--- src/ilxfr_pkg.sv ---
// Shared types and constants for the length-prefixed frame receiver.
// Used by the top level and by the port checker; no dependencies.
`timescale 1ns / 1ps

package ilxfr_pkg;

  localparam int BYTE_W    = 8;
  localparam int LEN_W     = 16;
  localparam int KIND_W    = 2;
  localparam int CFG_IDX_W = 2;
  localparam int OUT_W     = BYTE_W + LEN_W;

  typedef enum logic [KIND_W-1:0] {
    KIND_DATA = 2'd0,
    KIND_GOOD = 2'd1,
    KIND_BAD  = 2'd2
  } kind_t;

  typedef enum logic [CFG_IDX_W-1:0] {
    REG_OWN_ID    = 2'd0,
    REG_RX_ENABLE = 2'd1
  } reg_idx_t;

endpackage

--- src/id_length_xor_frame_receiver.sv ---
// Frame receiver for length-prefixed frames with an XOR checksum.
//
// Slave stream (s_axis_*) takes one received byte per word. Master stream
// (m_axis_*) gives one result word: a payload byte with its index, or the
// frame outcome (good / checksum mismatch) with the checksum byte and the
// frame length. Identifier and length bytes, dropped bytes while hunting
// and all bytes while reception is disabled give no result.
// Configuration port (cfg_*): index 0 own identifier, index 1 receive
// enable; other indexes are ignored. cfg_ready is always high.
// Path: an accepted input word passes through the input register, then
// the result register, before its result word is presented.
// Throughput: one word per cycle unless a result stalls on m_axis_tready;
// the frame state, XOR and counter update in the single stage between the two registers.
// Reset: hunting for the identifier, reception disabled, identifier zero,
// both registers empty.
// Stall: while a result waits on m_axis_tready, the input register holds
// one more word; s_axis_tready drops only when both are full.
// Depends on ilxfr_pkg.
`timescale 1ns / 1ps

module id_length_xor_frame_receiver (
  input  logic                            clk,
  input  logic                            rst,
  // configuration write channel
  input  logic                            cfg_valid,
  output logic                            cfg_ready,
  input  logic [ilxfr_pkg::CFG_IDX_W-1:0] cfg_index,
  input  logic [ilxfr_pkg::BYTE_W-1:0]    cfg_data,
  // received bytes
  input  logic                            s_axis_tvalid,
  output logic                            s_axis_tready,
  input  logic [ilxfr_pkg::BYTE_W-1:0]    s_axis_tdata,   // [7:0] rx_byte
  // results
  output logic                            m_axis_tvalid,
  input  logic                            m_axis_tready,
  output logic [ilxfr_pkg::OUT_W-1:0]     m_axis_tdata,   // [7:0] out_byte, [23:8] out_index
  output logic [ilxfr_pkg::KIND_W-1:0]    m_axis_tuser    // [1:0] out_kind
);

  typedef enum logic [3:0] {
    PH_HUNT   = 4'b0001,
    PH_LEN_HI = 4'b0010,
    PH_LEN_LO = 4'b0100,
    PH_DATA   = 4'b1000
  } phase_t;

  logic                         own_id_en;
  logic [ilxfr_pkg::BYTE_W-1:0] own_id;
  logic                         rx_enable;

  logic                         in_valid;
  logic [ilxfr_pkg::BYTE_W-1:0] in_byte;

  phase_t                       phase, phase_next;
  logic [ilxfr_pkg::LEN_W-1:0]  frame_length, frame_length_next;
  logic [ilxfr_pkg::LEN_W-1:0]  byte_count, byte_count_next;
  logic [ilxfr_pkg::BYTE_W-1:0] running_xor, running_xor_next;

  logic                         advance;
  logic                         res_valid;
  ilxfr_pkg::kind_t             res_kind;
  logic [ilxfr_pkg::LEN_W-1:0]  res_index;

  logic                         out_valid;
  ilxfr_pkg::kind_t             out_kind;
  logic [ilxfr_pkg::BYTE_W-1:0] out_byte;
  logic [ilxfr_pkg::LEN_W-1:0]  out_index;

  assign cfg_ready     = 1'b1;
  assign own_id_en     = cfg_valid && (cfg_index == ilxfr_pkg::REG_OWN_ID);
  assign advance       = !out_valid || m_axis_tready;
  assign s_axis_tready = !in_valid || advance;

  always_ff @(posedge clk) begin
    if (rst) begin
      own_id    <= '0;
      rx_enable <= 1'b0;
    end else begin
      if (own_id_en) begin
        own_id <= cfg_data;
      end
      if (cfg_valid && (cfg_index == ilxfr_pkg::REG_RX_ENABLE)) begin
        rx_enable <= cfg_data[0];
      end
    end
  end

  // input register
  always_ff @(posedge clk) begin
    if (rst) begin
      in_valid <= 1'b0;
    end else if (s_axis_tready) begin
      in_valid <= s_axis_tvalid;
    end
  end

  always_ff @(posedge clk) begin
    if (s_axis_tready && s_axis_tvalid) begin
      in_byte <= s_axis_tdata;
    end
  end

  always_comb begin
    phase_next        = phase;
    frame_length_next = frame_length;
    byte_count_next   = byte_count;
    running_xor_next  = running_xor;
    res_valid         = 1'b0;
    res_kind          = ilxfr_pkg::KIND_DATA;
    res_index         = byte_count;
    if (in_valid && advance && rx_enable) begin
      case (phase)
        PH_HUNT: begin
          if (in_byte == own_id) begin
            byte_count_next   = '0;
            running_xor_next  = '0;
            frame_length_next = '0;
            phase_next        = PH_LEN_HI;
          end
        end
        PH_LEN_HI: begin
          frame_length_next = {in_byte, {ilxfr_pkg::BYTE_W{1'b0}}};
          phase_next        = PH_LEN_LO;
        end
        PH_LEN_LO: begin
          frame_length_next = {frame_length[ilxfr_pkg::LEN_W-1:ilxfr_pkg::BYTE_W], in_byte};
          phase_next        = PH_DATA;
        end
        PH_DATA: begin
          res_valid = 1'b1;
          if (byte_count != frame_length) begin
            running_xor_next = running_xor ^ in_byte;
            byte_count_next  = byte_count + 1'b1;
          end else begin
            // checksum byte: report and go back to hunting
            res_kind   = (in_byte == running_xor) ? ilxfr_pkg::KIND_GOOD
                                                  : ilxfr_pkg::KIND_BAD;
            res_index  = frame_length;
            phase_next = PH_HUNT;
          end
        end
        default: begin
          phase_next = PH_HUNT;
        end
      endcase
    end
  end

  always_ff @(posedge clk) begin
    if (rst) begin
      phase        <= PH_HUNT;
      frame_length <= '0;
      byte_count   <= '0;
      running_xor  <= '0;
    end else begin
      phase        <= phase_next;
      frame_length <= frame_length_next;
      byte_count   <= byte_count_next;
      running_xor  <= running_xor_next;
    end
  end

  // result register
  always_ff @(posedge clk) begin
    if (rst) begin
      out_valid <= 1'b0;
    end else if (advance) begin
      out_valid <= res_valid;
    end
  end

  always_ff @(posedge clk) begin
    if (advance && res_valid) begin
      out_kind  <= res_kind;
      out_byte  <= in_byte;
      out_index <= res_index;
    end
  end

  assign m_axis_tvalid = out_valid;
  assign m_axis_tdata  = {out_index, out_byte};
  assign m_axis_tuser  = out_kind;

endmodule

--- config.mk ---
export PLATFORM = sky130hd
export DESIGN_NAME = id_length_xor_frame_receiver
export DESIGN_NICKNAME = d
export VERILOG_FILES = /design/src/ilxfr_pkg.sv /design/src/id_length_xor_frame_receiver.sv
export SDC_FILE = /design/constraint.sdc
export NUM_CORES = 1
export LEC_CHECK = 0
export BUFFER_PORTS_ARGS = -buffer_cell sky130_fd_sc_hd__buf_4
export CAP_MARGIN = 5
export CORE_UTILIZATION = 50
export CTS_CLUSTER_DIAMETER = 80
export DETAILED_ROUTE_END_ITERATION = 6
export PLACE_DENSITY_LB_ADDON = 0.3
export RECOVER_POWER = 50
export SYNTH_ARGS = -nofsm -noshare
export SYNTH_HDL_FRONTEND = slang
export SYNTH_SLANG_ARGS = --single-unit
--- constraint.sdc ---
create_clock -name clk -period 2.69 [get_ports clk]
set_input_delay 0.1345 -clock clk [delete_from_list [all_inputs] [get_ports clk]]
set_output_delay 0.1345 -clock clk [all_outputs]
set_load 0.005 [all_outputs]
== Word-level counts from Yosys, hierarchy flattened ==
Index checks and enable logic that the tools add are counted.

* Muxes and demuxes: 16
* Add/subtract/negate cells: 1
* Equality and inequality tests: 11
* Bitwise gates (word level): 4
* Reductions and logical operators: 19

{| class="wikitable"
|+ Operators with widths
! cell !! count
|-
| two-way mux 16 bit || 5
|-
| one-hot mux 16 bit (3 select lines) || 1
|-
| one-hot mux 16 bit (2 select lines) || 1
|-
| adder 16 x 1 -> 16 bit, second input constant || 1
|-
| equality test 8 bit || 2
|-
| two-way mux 8 bit || 2
|-
| inequality test 16 bit || 1
|-
| one-hot mux 4 bit (4 select lines) || 1
|-
| one-hot mux 8 bit (2 select lines) || 1
|-
| two-way mux 4 bit || 2
|-
| AND reduction 4 bit || 2
|-
| bitwise XOR 8 bit || 1
|-
| logical AND 1 bit || 6
|-
| inequality test 2 bit, second input constant || 3
|-
| AND reduction 3 bit || 2
|-
| equality test 4 x 1 -> 1 bit, second input constant || 1
|-
| equality test 4 x 2 -> 1 bit, second input constant || 1
|-
| equality test 4 x 3 -> 1 bit, second input constant || 1
|-
| equality test 4 bit, second input constant || 1
|-
| nonzero test 2 bit || 2
|-
| NOT 1 bit || 3
|-
| nonzero test 3 bit || 1
|-
| OR reduction 3 bit || 1
|-
| equality test 2 x 1 -> 1 bit, second input constant || 1
|-
| 5 further kinds || 8
|}

* Output and inout bits: 29
* Register bits after elaboration: 89
* Input bits: 23

== Longest topological paths before layout ==
Gate-level depths: netlist of run 1.

* Depth after elaboration: 6
* Gate-level depth with buffers: 8
* Mapped depth without buffers: 6

== Worst setup path after synthesis of run 1 ==
OpenSTA, ideal clock, no wires.

* Path kind: register -> register
* Start: reg phase[0]
* End: reg byte_count[6] (netlist bit)
* Data arrival time: 2.129 ns
* Clock period less this slack: 2.258 ns
* Library setup time: 0.129 ns
* Path slack: 0.432 ns
* Cell stages (with the launch flop): 8
* Buffers on the path: 2
* Data required time: 2.561 ns
* Cells stage by stage: dfxtp_1 -> buf_2 -> nor4b_4 -> nand4_1 -> inv_1 -> a211o_1 -> buf_2 -> a31oi_1

* Longest elaborated chain between the ends: 3

{| class="wikitable"
|+ Ends and longest elaborated chain
! element !! line !! RTL
|-
| from (decl) || id_length_xor_frame_receiver.sv:54 || <nowiki>phase_t phase, phase_next;</nowiki>
|-
| from (signal assigned) || id_length_xor_frame_receiver.sv:156 || <nowiki>phase <= phase_next;</nowiki>
|-
| equality test 4 bit or equality test 4 x 1 -> 1 bit (tied branches) || id_length_xor_frame_receiver.sv:112 || <nowiki>case (phase)</nowiki>
|-
| inequality test 2 bit (no line) or nonzero test 2 bit (tied branches) || n/a ||
|-
| AND reduction 4 bit (no line) || n/a ||
|-
| to (signal assigned) || id_length_xor_frame_receiver.sv:158 || <nowiki>byte_count <= byte_count_next;</nowiki>
|-
| to (decl) || id_length_xor_frame_receiver.sv:56 || <nowiki>logic [ilxfr_pkg::LEN_W-1:0] byte_count, byte_count_next;</nowiki>
|}

Several ways; a longest one is shown, not always the timed one.
A chain may end at the register's enable or synchronous reset.

== Final worst setup path of run 1 ==
* Start: reg phase[3]
* End: reg byte_count[5] (netlist bit)

Same word-level chain as after synthesis.

==> impl_metrics.yaml, run 1 <==
status:
  status: "finished clean"
clocking:
  postCtsSetupBuffers: 0
  cts_sinks: 89
  cts_buffer_depth: 2
  tritoncts: "built"
  cts-root-buf: "clkbuf_8"
  postCtsResizedCells: 0
  numCtsBuffers: 9
  clk_latency_ns: 0.36
  path_clk_slew_ns: 0.09
  cts_max_level: 3
synth:
  ys_warn_count: 0
  yosysUniqueCellTypes: 49
  synth_area_um2: 3910
  yosysSeqAreaShare_pct: 54.3
  syn_area_per_cell_um2: 10.5
  ys_ff_latch: 89
  synthCells: 373
  syn-num-nets: 397
setup_path:
  critical_path_arrival_ns: 2.61
  setup.worst_path.end_class: "flip-flop"
  r2r_start: "phase[3]"
  regToRegEndpoint: "byte_count[5]"
  cp-start-kind: "flip-flop"
  slowest_delay_ns: 0.55
  cpMaxStageDelayCell: "dfxtp_1"
  cpMostUsedCell: "buf_4"
  path_cells: "nor4b_4, nand4_1, inv_1, buf_4, a211o_1, buf_4, a31oi_1"
  cp_data_required_time_ns: 2.91
  critPathBufInv: 3
  reg2reg_depth: 7
  crit_family: "simple AND/OR/NAND/NOR gates"
  critPathMaxFanout: 22
  regToRegSetupSlack_ns: 0.30
  worst-setup-path-type: "reg2reg"
timing:
  setup_violations: 0
  slew_viol_final: 0
  grt_setup_unrepaired: "no"
  hold_violations: 0
  clock_skew_ns: 0.0163
  max_clock_freq_mhz: 419
  finalCritPeriodShare_pct: 88.8
  tightest_slew_ns: 0.864
  fin_crit_ns: 2.39
  setup_ws_ns: 0.303
  slew_headroom_pct: 41.9
  holdWs_ns: 0.0148
  tns_ns: 0
placed_design:
  gp_congestion: 0.830
  preCtsSetupSlack_ns: 0.331
  place_hpwl_mm: 5.49
  dp_cells: 485
  placed_cell_area_um2: 4270
  io_buffer_count: 50
global_route:
  grt_overflow: 0
  grt_max_degree: 27
  grtUsageTotal_pct: 21.0
  first_global_vias: 2799
  antenna_found_initial: 0
  grt_pass1_wl_mm: 13.5
drt:
  wl_per_cell_um: 15.9
  routed_wirelength_mm: 8.11
  drtIter0Drc: 178
  dr.pass1.iters: 5
  viasPerCell: 5.74
  vias: 2925
  drc_errors: 0
  antenna_left: 0
pwr:
  ir_drop_uv: 376
  powerDensity_nw_per_um2: 539
  p_total_mw: 2.45
  p_leak_nw: 1.64
worst_hold_path:
  hp-start: "cfg_data[1]"
  min_to: "own_id[1]"
  worst_hold_path.num_cells: 3
  hold_path_class: "in2reg"
die:
  die_width_um: 90.4
  dieArea_um2: 8170
  initial_core_util_pct: 52.7
  die_h_um: 90.4
  num_rows: 31
  coreArea_um2: 7410
  ios: 52
cells_and_area:
  final_area_um2: 4550
  n_antenna_cell: 0
  num-nets-final: 430
  nFillCells: 610
  final_layout_size_suffix_gt1_share_pct: 20.0
  postLayoutCoreUtil_pct: 61.4
  area_delta_synth_final_pct: 16.5
  final_common_cell: "dfxtp_1"
  final_cell_mix: "55 x dfxtp_1, 42 x a31oi_1, 37 x clkbuf_4"
  fin_cells: 510
job:
  max_cap_viol_count: 0
[final cells by class]
type | count | area, um2 | area share [%]
multi-input combinational | 235 | 1580 | 34.6
inverter | 4 | 15.0 | 0.330
clock buffer | 11 | 131 | 2.89
clock inverter | 5 | 63.8 | 1.40
timing repair buffer | 67 | 518 | 11.4
sequential | 89 | 2120 | 46.6
tap | 99 | 124 | 2.72
[power by group]
part           internal, mW  switching, mW
clock                 0.439          0.476
combinational        0.0566         0.0428
sequential             1.41         0.0285
[tightest hold or removal path: stages]
cell     delay (ns)
buf_4          0.07
mux2i_1        0.05
nor2_1         0.07
[layer usage]
metal  track usage (%)  vias to the layer above  wire length, um
li1                  -                     1404                -
met1              26.6                     1395             3500
met3              3.70                       15              467
met4              8.47                        0              159
met2              35.5                      111             3990
met5                 0                        -                0
[cell families (layout without fill, tap and decap cells)]
logic type | count (synthesis) | count (layout) | synth area share (%)
buffers and inverters | 49 | 87 | 5.35
and+or+nand+nor | 104 | 104 | 15.4
DFF | 89 | 89 | 54.3
AOI/OAI and AO/OA | 86 | 86 | 14.6
xor gates and xnor gates | 33 | 33 | 7.40
adders and majority gates | 1 | 1 | 0.320
muxes | 10 | 10 | 2.56
other | 1 | 1 | 0.0960
[how the worst max path moves through the flow]
stage	from	to	slack, ns	depth (start not counted)
CTS	phase[3]	byte_count[5]	0.30	7
global placement	phase[3]	running_xor[3]	0.43	7
global route	phase[3]	byte_count[12]	0.17	7
floorplan	phase[0]	byte_count[6]	0.43	7
finish	phase[3]	byte_count[5]	0.30	7
detailed placement	phase[3]	byte_count[5]	0.33	7
[flip-flops by register name, indices dropped and copies added (netlist names)]
register       count
byte_count        16
m_axis_tvalid      1
running_xor        8
own_id             8
m_axis_tuser       2
in_byte            8
phase              4
out_index         16
frame_length      16
out_byte           8
rx_enable          1
in_valid           1
[synthesized netlist by cell type (all sizes together)]
library cell  count  share of area [%]
inv               4               0.38
a31oi            42                6.7
and2              4               0.64
and3              7                1.1
conb              1              0.096
and4              1               0.22
nor2b             1               0.16
or4               1               0.19
nand3             8                1.0
nor3              4               0.51
nand4             8                1.3
o21ba             1               0.26
a21o              1               0.19
a211oi            1               0.19
o32a              1               0.26
a31o              1               0.22
nand2b           22                3.5
nor4              7                1.4
a211o             1               0.22
a22o              8                1.8
ha                1               0.32
edfxtp           34                 26
o41a              1               0.54
o21ai            11                1.4
xor2             16                3.6
xnor2            17                3.8
buf              18                2.3
o221a             1               0.29
or2               2               0.32
a21oi            14                1.8
clkbuf           27                2.6
nor4b             3                1.2
nor3b             1               0.19
a41oi             1               0.22
nand3b            1               0.19
o21a              1               0.22
dfxtp            55                 28
mux2i            10                2.6
nor2             17                1.7
o311ai            1               0.22
nand2            17                1.6
[timing repair]
| item | 4_1_cts | 5_1_grt |
|---|---|---|
| hold buffers | 9 | 0 |
| setup endpoints to repair | 0 | 0 |
| hold endpoints to repair | 9 | 0 |
Note: power is estimated with default switching activity, not from simulation.
==> run 2: changes to the inputs <==
--- a/config.mk
+++ b/config.mk
@@ -8,6 +8,7 @@
 export BUFFER_PORTS_ARGS = -buffer_cell sky130_fd_sc_hd__buf_4
 export CAP_MARGIN = 5
 export CORE_UTILIZATION = 50
+export CTS_BUF_LIST = sky130_fd_sc_hd__clkbuf_2 sky130_fd_sc_hd__clkbuf_4 sky130_fd_sc_hd__clkbuf_8
 export CTS_CLUSTER_DIAMETER = 80
 export DETAILED_ROUTE_END_ITERATION = 6
 export PLACE_DENSITY_LB_ADDON = 0.3
==> run 2 against run 1 <==
  * Worst setup slack better by 0.0077 ns
  * Combinational power hardly changed
  * Highest routed layer unchanged
  * Cell count stayed put
  * Register-to-register slack hardly changed
  * Core utilization is 0.10 points higher
  * Maximum frequency is 0.32% higher
  * Critical path type unchanged
  * Largest power group unchanged
  * Via count is 0.34% lower
  * Worst hold slack hardly changed
  * Largest cell class unchanged
==> impl_metrics.yaml, run 2 (same netlist as run 1, synthesis figures left out) <==
setup_path:
  reg2reg_depth: 7
  slowest_delay_ns: 0.56
  regToRegSetupSlack_ns: 0.31
  cp-endpoint: "byte_count[5]"
  setup.worst_path.end_class: "flip-flop"
  cp_data_required_time_ns: 2.91
  cpMaxStageDelayCell: "dfxtp_1"
  critPathMaxFanout: 22
  cp-start-kind: "flip-flop"
  cp-startpoint: "phase[3]"
  worst-setup-path-type: "reg2reg"
  regToRegEndpoint: "byte_count[5]"
  r2r_start: "phase[3]"
  critical_path_arrival_ns: 2.60
  path_cells: "nor4b_4, nand4_1, inv_1, buf_4, a211o_1, buf_4, a31oi_1"
  cpMostUsedCell: "buf_4"
die:
  dieArea_um2: 8170
  die_width_um: 90.4
  initial_core_util_pct: 52.7
  num_rows: 31
  coreArea_um2: 7410
  ios: 52
  die_h_um: 90.4
timing:
  grt_setup_unrepaired: "no"
  slew_headroom_pct: 40.9
  slew_viol_final: 0
  tns_ns: 0
  clock_skew_ns: 0.0175
  fin_crit_ns: 2.38
  hold_violations: 0
  setup_violations: 0
  tightest_slew_ns: 0.879
  max_clock_freq_mhz: 420
  finalCritPeriodShare_pct: 88.5
worst_hold_path:
  hold_path_class: "in2reg"
drt:
  vias: 2915
  drtIter0Drc: 155
  routed_wirelength_mm: 8.03
  viasPerCell: 5.72
  wl_per_cell_um: 15.7
  drc_errors: 0
  dr.pass1.iters: 4
  antenna_left: 0
job:
  max_cap_viol_count: 0
clocking:
  ctsHoldBuffers: 9
  postCtsSetupBuffers: 0
  cts_max_level: 3
  path_clk_slew_ns: 0.09
  clk_latency_ns: 0.36
  postCtsResizedCells: 0
  tritoncts: "built"
  cts_sinks: 89
  cts-root-buf: "clkbuf_8"
  cts_buffer_depth: 2
  numCtsBuffers: 9
pwr:
  p_switching_uw: 547
  p_seq_share_pct: 58.1
  p_leak_nw: 1.65
  switching_share_pct: 22.1
  p_int_mw: 1.92
  p_clk_share_pct: 37.8
  comb_power_share_pct: 4.0
  ir_drop_uv: 380
  powerDensity_nw_per_um2: 542
global_route:
  grt_overflow: 0
  first_global_vias: 2775
  grt_pass1_wl_mm: 13.4
  antenna_found_initial: 0
  grtUsageTotal_pct: 20.9
  grt_max_degree: 27
cells_and_area:
  num-nets-final: 430
  final_cell_mix: "55 x dfxtp_1, 42 x a31oi_1, 39 x clkbuf_4"
  fin_cells: 510
  n_antenna_cell: 0
  area_delta_synth_final_pct: 16.7
  largestRegisters: "byte_count: 16 flops, frame_length: 16 flops, out_index: 16 flops"
  final_common_cell: "dfxtp_1"
  postLayoutCoreUtil_pct: 61.5
  nFillCells: 610
  final_area_um2: 4560
  final_layout_size_suffix_gt1_share_pct: 20.4
placed_design:
  gp_congestion: 0.830
  dp_cells: 485
  place_hpwl_mm: 5.49
  placed_cell_area_um2: 4270
  io_buffer_count: 50
status:
  status: "finished clean"
## run 2: cell counts in the layout (fill, tap and decap cells not counted)
No cell type changed its count.
## run 2: how the worst min path moves through the flow
stage | startpoint | to | slack (ns) | cells past startpoint
floorplan | s_axis_tdata[0] | in_byte[0] | 0.23 | 0
global placement | s_axis_tdata[0] | in_byte[0] | 0.31 | 1
detailed placement | s_axis_tdata[2] | in_byte[2] | 0.31 | 1
CTS | cfg_data[1] | own_id[1] | 0.01 | 3
global route | cfg_data[7] | own_id[7] | 0.02 | 3
finish | cfg_data[1] | own_id[1] | 0.01 | 3
## run 2: per-layer routing
metal | part of all wire (%) | global-route usage, % | vias to the layer above
met5 | 0 | 0 | -
met3 | 4.3 | 3.70 | 16
met2 | 49 | 35.2 | 103
met1 | 44 | 26.5 | 1395
met4 | 2.1 | 8.33 | 0
li1 | - | - | 1401
## run 2: per-stage QoR
stage               hold WS [ns]  power [mW]  worst slack [ns]
floorplan                  0.233        1.52             0.432
global placement           0.312        1.56             0.425
detailed placement         0.314        1.56             0.331
CTS                      0.00999        2.49             0.297
global route              0.0173        2.56             0.171
finish                    0.0143        2.47             0.310
## run 2: area by class of cell
cell class | instances | area, um2 | area share, %
Tap cell | 99 | 124 | 2.72
Clock buffer | 11 | 139 | 3.05
Sequential cell | 89 | 2120 | 46.6
Multi-Input combinational cell | 235 | 1580 | 34.6
Clock inverter | 5 | 63.8 | 1.40
Timing Repair Buffer | 67 | 518 | 11.4
Inverter | 4 | 15.0 | 0.329
## run 2: worst max-delay path: cells and delay by family (launching register included)
kind                   cells  cell delay, ns
buffers and inverters      3            0.64
AND/OR/NAND/NOR            2            0.75
AO/OA/AOI/OAI              2            0.28
flip-flops                 1            0.56
## run 2: power by group through the flow
stage	combinational, mW	clock, mW	sequential (mW)
detailed placement	0.0916	0	1.47
finish	0.0994	0.935	1.44
CTS	0.102	0.953	1.44
global route	0.109	1.02	1.44
floorplan	0.0728	0	1.45
global placement	0.0892	0	1.47
==> run 3: changes to the inputs <==
--- a/config.mk
+++ b/config.mk
@@ -11,6 +11,7 @@
 export CTS_BUF_LIST = sky130_fd_sc_hd__clkbuf_2 sky130_fd_sc_hd__clkbuf_4 sky130_fd_sc_hd__clkbuf_8
 export CTS_CLUSTER_DIAMETER = 80
 export DETAILED_ROUTE_END_ITERATION = 6
+export GPL_TIMING_DRIVEN = 0
 export PLACE_DENSITY_LB_ADDON = 0.3
 export RECOVER_POWER = 50
 export SYNTH_ARGS = -nofsm -noshare
==> run 3 against run 2 <==
  * Cell count grew 7.5%
  * Sequential share of layout area down 1.4 points
  * Clock-buffer cell count fell by 2
  * Core utilization is 1.9 points higher
  * Critical path depth did not move
  * Combinational power is 28% higher
  * Routed wire length grew 3.9%
  * Via count grew 3.6%
  * Maximum frequency down 1.4%
  * Clock skew down 0.0024 ns
==> impl_metrics.yaml, run 3 (same netlist as run 1, synthesis figures left out) <==
setup_path:
  cp-start-kind: "flip-flop"
  cp_data_required_time_ns: 2.98
  critical_path_arrival_ns: 2.70
  crit_family: "simple AND/OR/NAND/NOR gates"
  critPathBufInv: 2
  slowest_delay_ns: 0.41
  cpMaxStageDelayCell: "nand4_1"
  setup.worst_path.end_class: "flip-flop"
  critPathMaxFanout: 10
  path_cells: "buf_2, nor4b_4, nand4_1, nor2_2, buf_2, a31oi_1, a31oi_1"
  worst-setup-path-type: "reg2reg"
worst_hold_path:
  hold_path_class: "in2reg"
die:
  die_h_um: 90.4
  dieArea_um2: 8170
  initial_core_util_pct: 52.7
  ios: 52
  num_rows: 31
  die_width_um: 90.4
  coreArea_um2: 7410
global_route:
  grt_max_degree: 31
  grt_pass1_wl_mm: 13.6
  antenna_found_initial: 0
  first_global_vias: 2709
  grt_overflow: 0
  grtUsageTotal_pct: 21.2
timing:
  grt_setup_unrepaired: "no"
  max_clock_freq_mhz: 414
  clock_skew_ns: 0.0151
  finalCritPeriodShare_pct: 89.7
  setup_violations: 0
  fin_crit_ns: 2.41
  holdWs_ns: 0.00212
  tns_ns: 0
  hold_violations: 0
  tightest_slew_ns: 0.947
  slew_viol_final: 0
  slew_headroom_pct: 36.3
clocking:
  cts_buffer_depth: 2
  cts-root-buf: "clkbuf_8"
  clk_latency_ns: 0.37
  cts_sinks: 89
  cts_max_level: 3
  numCtsBuffers: 9
  path_clk_slew_ns: 0.09
  tritoncts: "built"
pwr:
  p_leak_nw: 1.71
  powerDensity_nw_per_um2: 520
  ir_drop_uv: 409
  p_total_mw: 2.44
drt:
  drtIter0Drc: 154
  viasPerCell: 5.51
  antenna_left: 0
  vias: 3019
  wl_per_cell_um: 15.2
  drc_errors: 0
  dr.pass1.iters: 5
  routed_wirelength_mm: 8.35
cells_and_area:
  area_delta_synth_final_pct: 20.2
  final_common_cell: "dfxtp_1"
  final_area_um2: 4700
  final_layout_size_suffix_gt1_share_pct: 21.4
  largestRegisters: "byte_count: 16 flops, frame_length: 16 flops, out_index: 16 flops"
  final_cell_mix: "55 x dfxtp_1, 42 x a31oi_1, 36 x clkbuf_4"
  n_antenna_cell: 0
  num-nets-final: 468
status:
  status: "finished clean"
placed_design:
  place_hpwl_mm: 5.83
  placed_cell_area_um2: 4400
  gp_congestion: 0.835
  io_buffer_count: 49
job:
  max_cap_viol_count: 0
-- run 3: changes by cell type in the layout (fill, tap and decap cells not counted), moves of 2 or more --
cell / previous run / this run
inv_8: 0 / 2
clkbuf_4: 39 / 36
buf_2: 0 / 15
clkbuf_1: 2 / 29
buf_4: 19 / 14
-- run 3: worst paths after layout --
check                           slack [ns]  depth (start not counted)   startpoint        endpoint
worst max-delay path                  0.28                          7     phase[3]  running_xor[3]
worst max register to register        0.28                          7     phase[3]  running_xor[3]
worst min-delay path                 0.002                          3  cfg_data[5]       own_id[5]
worst min register to register        0.46                          0   in_byte[3]     out_byte[3]
-- run 3: worst register-to-register path: stages (launching register included) --
cell	delay, ns
dfxtp_1	0.32
buf_2	0.21
nor4b_4	0.38
nand4_1	0.41
nor2_2	0.37
buf_2	0.31
a31oi_1	0.16
a31oi_1	0.19
-- run 3: repair_timing --
item / in CTS / in global routing
hold buffers: 9 / 0
buffers inserted: 0 / 1
hold endpoints to repair: 9 / 0
endpoints found under the setup margin: 20 / 20
resized for setup: 1 / 0
gates cloned: 0 / 1
-- run 3: cell type report --
cell class	instances	area (um2)
clock inverter	7	72.6
sequential	89	2120
multi-input combinational	235	1580
clock buffer	9	124
tap	99	124
buffer	45	193
timing repair inverter	1	5.00
timing repair buffer	59	462
inverter	4	18.8
fill	601	2710
-- run 3: metal layers --
metal / global-route usage, % / share of wire (%) / vias up
li1: - / - / 1483
met1: 27.4 / 44 / 1435
met2: 35.6 / 50 / 87
met3: 2.69 / 3.5 / 14
met4: 9.14 / 2.3 / 0
met5: 0 / 0 / -
-- run 3: per-stage QoR --
step	util, %	instances	setup WS, ns
5_1_grt	63.4	548	0.144
2_1_floorplan	-	373	0.432
3_5_place_dp	59.4	521	-0.187
6_report	63.4	548	0.276
4_1_cts	63.3	546	0.104
3_3_place_gp	59.4	521	-0.111
-- run 3: power breakdown --
group          internal [mW]  leakage [nW]  switching [mW]
logic                 0.0632         0.881          0.0642
registers               1.41         0.730         0.00912
clock network          0.362        0.0966           0.533
